<file path="src/hw/rtl/rgbblend_pkg.sv">
// Shared beat types and channel constants for the RGBA8888-over-RGB565 blender.
package rgbblend_pkg;

    // Input beat: RGBA8888 source pixel and the RGB565 pixel under it
    typedef struct packed {
        logic [31:0] source_pixel;
        logic [15:0] dest_pixel;
    } src_beat_t;

    // Result beat: new RGB565 color and its write enable
    typedef struct packed {
        logic [15:0] blended_pixel;
        logic        write_enable;
    } res_beat_t;

    localparam logic [7:0] ALPHA_OPAQUE = 8'd255;
    localparam logic [7:0] ALPHA_CLEAR  = 8'd0;
    localparam logic [7:0] ALPHA_HALF   = 8'd127;
    localparam logic [4:0] CH5_MAX      = 5'h1F;
    localparam logic [5:0] CH6_MAX      = 6'h3F;

endpackage

</file>
<file path="src/hw/rtl/rgba8888_over_rgb565_blend.sv">
// RGBA8888-over-RGB565 alpha blender, three-stage pipeline, one pixel per cycle.
//
// Input channel s_*: one beat carries a source pixel (RGBA8888) and the
// destination pixel (RGB565) beneath it. Result channel m_*: one beat per
// input beat, in order, with the blended RGB565 color and a write enable
// that is low when the effective alpha is zero (color then equals the
// destination). cfg_wr_en/cfg_wr_data set hard-alpha mode, which forces
// alpha to 0 or 255 around 127; write it only while the pipeline is empty.
//
// Path: an accepted beat passes the product stage, the sum stage and the
// divide-by-255 into the output register, where m_valid rises for it.
// Throughput: one beat per cycle while m_ready is high; every stage has
// its own valid bit and moves whenever the stage after it is empty or
// moving, so bubbles collapse.
// When the receiver stalls, the output register holds its beat and the
// stages behind it fill up; s_ready drops only when all three stages are
// full and m_ready is low.
// Reset (aresetn low at a clock edge) empties the pipeline and clears
// hard-alpha mode.
module rgba8888_over_rgb565_blend
    import rgbblend_pkg::*;
(
    input  logic      aclk,
    input  logic      aresetn,
    input  logic      cfg_wr_en,
    input  logic      cfg_wr_data,
    input  logic      s_valid,
    output logic      s_ready,
    input  src_beat_t s_data,
    output logic      m_valid,
    input  logic      m_ready,
    output res_beat_t m_data
);

    // Configuration
    logic hard_alpha_reg;

    // Stage 1: cut source, effective alpha, per-channel products
    logic        v1_reg;
    logic        copy1_reg;
    logic        skip1_reg;
    logic [15:0] dst1_reg;
    logic [15:0] src1_reg;
    logic [7:0]  alpha1_reg;
    logic [12:0] pr_s_reg, pr_d_reg, pb_s_reg, pb_d_reg;
    logic [13:0] pg_s_reg, pg_d_reg;

    // Stage 2: weighted sums
    logic        v2_reg;
    logic        copy2_reg;
    logic        skip2_reg;
    logic [15:0] dst2_reg;
    logic [15:0] src2_reg;
    logic [13:0] sum_r_reg, sum_b_reg;
    logic [14:0] sum_g_reg;

    // Stage 3: output register
    logic      v3_reg;
    res_beat_t out_reg;

    logic stg1_rdy, stg2_rdy, stg3_rdy;

    // Stage-1 combinational decode
    logic [4:0] sr_w, sb_w, dr_w, db_w;
    logic [5:0] sg_w, dg_w;
    logic [7:0] a_raw_w, a_eff_w, a_inv_w;

    // Stage-3 combinational divide by 255
    logic [14:0] qr_w, qb_w;
    logic [15:0] qg_w;
    logic [4:0]  rr_w, rb_w;
    logic [5:0]  rg_w;
    res_beat_t   out_next;

    // Hand-off: a stage loads when it is empty or its content moves on
    assign stg3_rdy = !v3_reg || m_ready;
    assign stg2_rdy = !v2_reg || stg3_rdy;
    assign stg1_rdy = !v1_reg || stg2_rdy;
    assign s_ready  = stg1_rdy;

    // Decode the input beat
    always_comb begin
        sr_w    = s_data.source_pixel[31:27];
        sg_w    = s_data.source_pixel[23:18];
        sb_w    = s_data.source_pixel[15:11];
        a_raw_w = s_data.source_pixel[7:0];
        dr_w    = s_data.dest_pixel[15:11];
        dg_w    = s_data.dest_pixel[10:5];
        db_w    = s_data.dest_pixel[4:0];
        if (hard_alpha_reg) begin
            a_eff_w = (a_raw_w > ALPHA_HALF) ? ALPHA_OPAQUE : ALPHA_CLEAR;
        end else begin
            a_eff_w = a_raw_w;
        end
        a_inv_w = ALPHA_OPAQUE - a_eff_w;
    end

    // Divide each sum by 255: floor(x/255) = (x + (x >> 8) + 1) >> 8 below 65535
    always_comb begin
        qr_w = ({1'b0, sum_r_reg} + {9'd0, sum_r_reg[13:8]} + 15'd1) >> 8;
        qg_w = ({1'b0, sum_g_reg} + {9'd0, sum_g_reg[14:8]} + 16'd1) >> 8;
        qb_w = ({1'b0, sum_b_reg} + {9'd0, sum_b_reg[13:8]} + 15'd1) >> 8;
        rr_w = (qr_w > {10'd0, CH5_MAX}) ? CH5_MAX : qr_w[4:0];
        rg_w = (qg_w > {10'd0, CH6_MAX}) ? CH6_MAX : qg_w[5:0];
        rb_w = (qb_w > {10'd0, CH5_MAX}) ? CH5_MAX : qb_w[4:0];
        if (skip2_reg) begin
            out_next.blended_pixel = dst2_reg;
            out_next.write_enable  = 1'b0;
        end else if (copy2_reg) begin
            out_next.blended_pixel = src2_reg;
            out_next.write_enable  = 1'b1;
        end else begin
            out_next.blended_pixel = {rr_w, rg_w, rb_w};
            out_next.write_enable  = 1'b1;
        end
    end

    // Control: config register and stage valid bits
    always_ff @(posedge aclk) begin
        if (!aresetn) begin
            hard_alpha_reg <= 1'b0;
            v1_reg         <= 1'b0;
            v2_reg         <= 1'b0;
            v3_reg         <= 1'b0;
        end else begin
            if (cfg_wr_en) begin
                hard_alpha_reg <= cfg_wr_data;
            end
            if (stg1_rdy) begin
                v1_reg <= s_valid;
            end
            if (stg2_rdy) begin
                v2_reg <= v1_reg;
            end
            if (stg3_rdy) begin
                v3_reg <= v2_reg;
            end
        end
    end

    // Payload: advance each stage on its load enable
    always_ff @(posedge aclk) begin
        if (stg1_rdy) begin
            copy1_reg  <= (a_eff_w == ALPHA_OPAQUE);
            skip1_reg  <= (a_eff_w == ALPHA_CLEAR);
            dst1_reg   <= s_data.dest_pixel;
            src1_reg   <= {sr_w, sg_w, sb_w};
            alpha1_reg <= a_eff_w;
            pr_s_reg   <= {8'd0, sr_w} * {5'd0, a_eff_w};
            pr_d_reg   <= {8'd0, dr_w} * {5'd0, a_inv_w};
            pg_s_reg   <= {8'd0, sg_w} * {6'd0, a_eff_w};
            pg_d_reg   <= {8'd0, dg_w} * {6'd0, a_inv_w};
            pb_s_reg   <= {8'd0, sb_w} * {5'd0, a_eff_w};
            pb_d_reg   <= {8'd0, db_w} * {5'd0, a_inv_w};
        end
        if (stg2_rdy) begin
            copy2_reg <= copy1_reg;
            skip2_reg <= skip1_reg;
            dst2_reg  <= dst1_reg;
            src2_reg  <= src1_reg;
            sum_r_reg <= {1'b0, pr_s_reg} + {1'b0, pr_d_reg};
            sum_g_reg <= {1'b0, pg_s_reg} + {1'b0, pg_d_reg};
            sum_b_reg <= {1'b0, pb_s_reg} + {1'b0, pb_d_reg};
        end
        if (stg3_rdy) begin
            out_reg <= out_next;
        end
    end

    assign m_valid = v3_reg;
    assign m_data  = out_reg;

    // Input back-pressure only when every stage is full and the output stalls
    assert property (@(posedge aclk) disable iff (!aresetn)
        !s_ready |-> (v1_reg && v2_reg && v3_reg && !m_ready))
        else $error("s_ready low with room in the pipeline");

    // Hard-alpha mode leaves only fully clear or fully opaque alpha
    assert property (@(posedge aclk) disable iff (!aresetn)
        (v1_reg && hard_alpha_reg) |-> (alpha1_reg == ALPHA_CLEAR || alpha1_reg == ALPHA_OPAQUE))
        else $error("hard-alpha mode produced a partial alpha");

    // Blended channels never exceed their maxima
    assert property (@(posedge aclk) disable iff (!aresetn)
        (v2_reg && !copy2_reg && !skip2_reg) |->
            (qr_w <= {10'd0, CH5_MAX} && qg_w <= {10'd0, CH6_MAX} && qb_w <= {10'd0, CH5_MAX}))
        else $error("divide-by-255 result out of channel range");

endmodule
</file>
<file path="config.mk">
export PLATFORM = sky130hd
export DESIGN_NAME = rgba8888_over_rgb565_blend
export DESIGN_NICKNAME = d
export VERILOG_FILES = /design/src/hw/rtl/rgbblend_pkg.sv /design/src/hw/rtl/rgba8888_over_rgb565_blend.sv
export SDC_FILE = /design/constraint.sdc
export NUM_CORES = 1
export LEC_CHECK = 0
export CORE_ASPECT_RATIO = 0.7
export CORE_MARGIN = 3
export CORE_UTILIZATION = 32
export DETAILED_ROUTE_END_ITERATION = 16
export DONT_BUFFER_PORTS = 1
export GPL_TIMING_DRIVEN = 0
export MAX_ROUTING_LAYER = met4
export PLACE_DENSITY = 0.48
export SETUP_SLACK_MARGIN = 0.05
export SYNTH_ARGS = -nofsm -noshare
export SYNTH_HDL_FRONTEND = slang
export SYNTH_SLANG_ARGS = --single-unit
</file>
<file path="constraint.sdc">
create_clock -name aclk -period 9.65 [get_ports aclk]
set_input_delay 1.4475 -clock aclk [delete_from_list [all_inputs] [get_ports aclk]]
set_output_delay 1.4475 -clock aclk [all_outputs]
set_load 0.01 [all_outputs]
</file>
==> results.yml <==
setup_path:
  worst_ep_arrival_time_ps: 6560
  cpPeakStageDelay_ps: 800
  rr_worst_depth: 16
  r2r-start: "hard_alpha_reg"
  crit_path_end_kind: "flip-flop"
  cp_max_fo: 10
  cpLargestDelayFamily: "adder cells"
  crit_buf_inv: 3
  worstPathCellList: "and2_1, clkbuf_1, a21oi_1, clkbuf_1, nand2_1, fa_1, fa_1, fa_1, inv_1, ha_1, a21o_1, a21oi_1, a21oi_1, or4_1, a211o_1, o211ai_1"
  worstPathRequired_ps: 10010
  r2r_setup_slack_ps: 3660
  start_kind: "input pin"
  critPathKind: "input pin to flip-flop"
  cpMaxStageDelayCell: "a21oi_1"
  r2r_end: "pr_s_reg[11]"
yosys:
  syn_avg_cell_area_sq_um: 10.9
  yosys.area.top_type: "edfxtp_1"
  synth_nets: 1909
  synth_edf_count: 208
  netlist_area_sq_um: 16800
  synthTopCellsByArea: "edfxtp_1 (37%), fa_1 (15%), ha_1 (14%), and2_1 (6.5%), inv_1 (4.5%)"
  seq_area_frac_synth_pct: 37.6
  ys_types: 63
  synth.top_cell.area_share_pct: 37.1
  ys_warn_count: 0
  synthArstFlopShare_pct: 0
  synth_ff_type: "edfxtp_1"
  synthCells: 1546
  ys_ff_latch: 212
drt:
  route.vias.total: 11000
  totalWireLength_mm: 42.0
  wl_per_cell_um: 18.5
  wl_met3_mm: 2.51
  wl_met1_mm: 22.6
  drtPass1Iterations: 5
  dr_wl_met2_mm: 16.4
  detail-route-antenna-nets: 0
  drt_iter0_drc: 732
  viasPerCell: 4.86
  route.detailed.drc: 0
  maxUsedRoutingLayer: "met4"
timing:
  fin_skew_ps: 22.1
  fin_crit_ps: 6200
  hold_viol: 0
  relSlewSlack_pct: 18.4
  fin_crit_sh_pct: 64.2
  worstMarginPinSlew_ps: 1210
  setup_viol: 0
  whs_ps: 419
  fmaxAchievable_mhz: 161
  grt_setup_unrepaired: "false"
  fin_tns_setup_ps: 0
  slew_violations: 0
power:
  ir_drop_v: 0.000126
  p_total_mw: 4.86
  leakagePower_nw: 8.13
  power_density_nw_per_um2: 262
place:
  hpwl_mm: 33.1
  gp_congestion: 0.827
  port_buffers: 0
clocking:
  cts-root-buf: "clkbuf_16"
  cts_setup_buffers: 0
  cts_max_path_buffers: 3
  cts_resized: 0
  numCtsBuffers: 25
  clk_pin_slew_worst_paths_ps: 60
  insertion_delay_ps: 550
  tritoncts: "built"
  cts_hold_buf: 0
  htree_levels: 1
  cts_sinks: 212
final_layout:
  layout-drive-gt1-share_pct: 3.39
  area_delta_synth_final_pct: 10.4
  multi_input_area_sq_um: 9670
  final_cell_mix: "edfxtp_1 (208), inv_1 (204), ha_1 (184), and2_1 (174), fa_1 (125)"
  seqCellArea_sq_um: 6330
  final_nets: 1939
  largest_register_ffs: 17
  layout_commonest_cell: "edfxtp_1"
  fillers: 5083
hold_path:
  hp-class: "flip-flop to flip-flop"
  hold_path_depth: 0
  holdPathEnd: "src2_reg[0]"
  hold_start: "src1_reg[0]"
global_route:
  grt-ovfl-total: 0
  antenna_found_initial: 6
  grt.total_usage_pct: 16.0
  grt_first_pass_wirelength_mm: 65.9
  grt_start_max_net_pins: 60
  grt_pass1_vias: 10900
run_status:
  outcome: "completed"
die:
  rows: 69
  initial_core_util_pct: 32.8
  die_h_um: 198
  ios: 73
  core_area_sq_um: 51400
  die_w_um: 280
  dieArea_sq_um: 55400
flow_run:
  maxCapViolations: 0
[stage by stage]
stage	area (sq um)	setup WS [ps]	std cells	utilization [%]
finish	18600	3450	2271	36.2
global route	18600	3110	2268	36.2
CTS	18600	3510	2268	36.2
detailed placement	17800	2940	2223	34.6
global placement	17700	1770	2220	34.4
floorplan	16800	3840	1546	-
[worst reg2reg max path: cells and delay by family (launching register included)]
kind	cells	cell delay (ps)
AOI/OAI and AO/OA	5	1440
xor gates and xnor gates	1	370
adders and majority gates	4	1900
buffers and inverters	4	950
DFF	1	610
and+or+nand+nor	2	380
[logic make-up (layout without fill, tap and decap cells)]
kind of cell | after synthesis | in the layout | share of synthesized area, %
other cells | 0 | 3 | 0
mux | 9 | 9 | 0.535
compound gates | 269 | 269 | 10.1
buf+inv | 229 | 277 | 5.11
xor+xnor | 76 | 76 | 3.95
flops | 212 | 212 | 37.6
fa+ha+maj | 309 | 309 | 28.5
simple gates | 442 | 442 | 14.2
[routing by layer]
| layer | vias to the layer above | global-route usage (%) |
|---|---|---|
| li1 | 5368 | - |
| met5 | - | - |
| met2 | 203 | 21.6 |
| met3 | 32 | 2.91 |
| met4 | 0 | 2.03 |
| met1 | 5423 | 25.2 |
[worst max path at each step]
stage	endpoint	cells past startpoint	start	slack (ps)
finish	pr_d_reg[12]	16	s_data[23]	3450
global route	pg_d_reg[12]	16	s_data[23]	3110
CTS	pb_d_reg[12]	16	s_data[23]	3510
detailed placement	pb_d_reg[12]	16	s_data[23]	2940
global placement	pg_s_reg[13]	2	m_ready	1770
floorplan	pb_d_reg[12]	16	s_data[23]	3840
[cell usage after synthesis, types with 18 or more instances]
cell type / count
a21oi_1: 82
and2_1: 174
clkbuf_1: 23
edfxtp_1: 208
fa_1: 125
ha_1: 184
inv_1: 204
nand2_1: 108
nand2b_1: 33
nor2_1: 42
nor2b_1: 24
o21a_1: 24
o21ai_0: 40
o21ai_1: 18
xnor2_1: 59
[power breakdown]
group | internal, mW | leakage [nW] | switching (mW)
combinational | 1.02 | 5.47 | 1.26
clock | 0.530 | 0.393 | 0.395
sequential | 1.46 | 2.27 | 0.208
total | 3.00 | 8.13 | 1.86
[cell type report]
cell class / count / share of cell area (%)
flip-flops and latches: 212 / 34.0
well taps: 674 / 4.54
inverters: 205 / 4.14
plain buffers: 24 / 0.491
repair buffers: 3 / 0.444
multi-input cells: 1105 / 52.0
clock inverters: 13 / 0.626
clock buffers: 32 / 3.67
diodes: 3 / 0.0404
No activity file was read; power rests on OpenSTA's default activity.
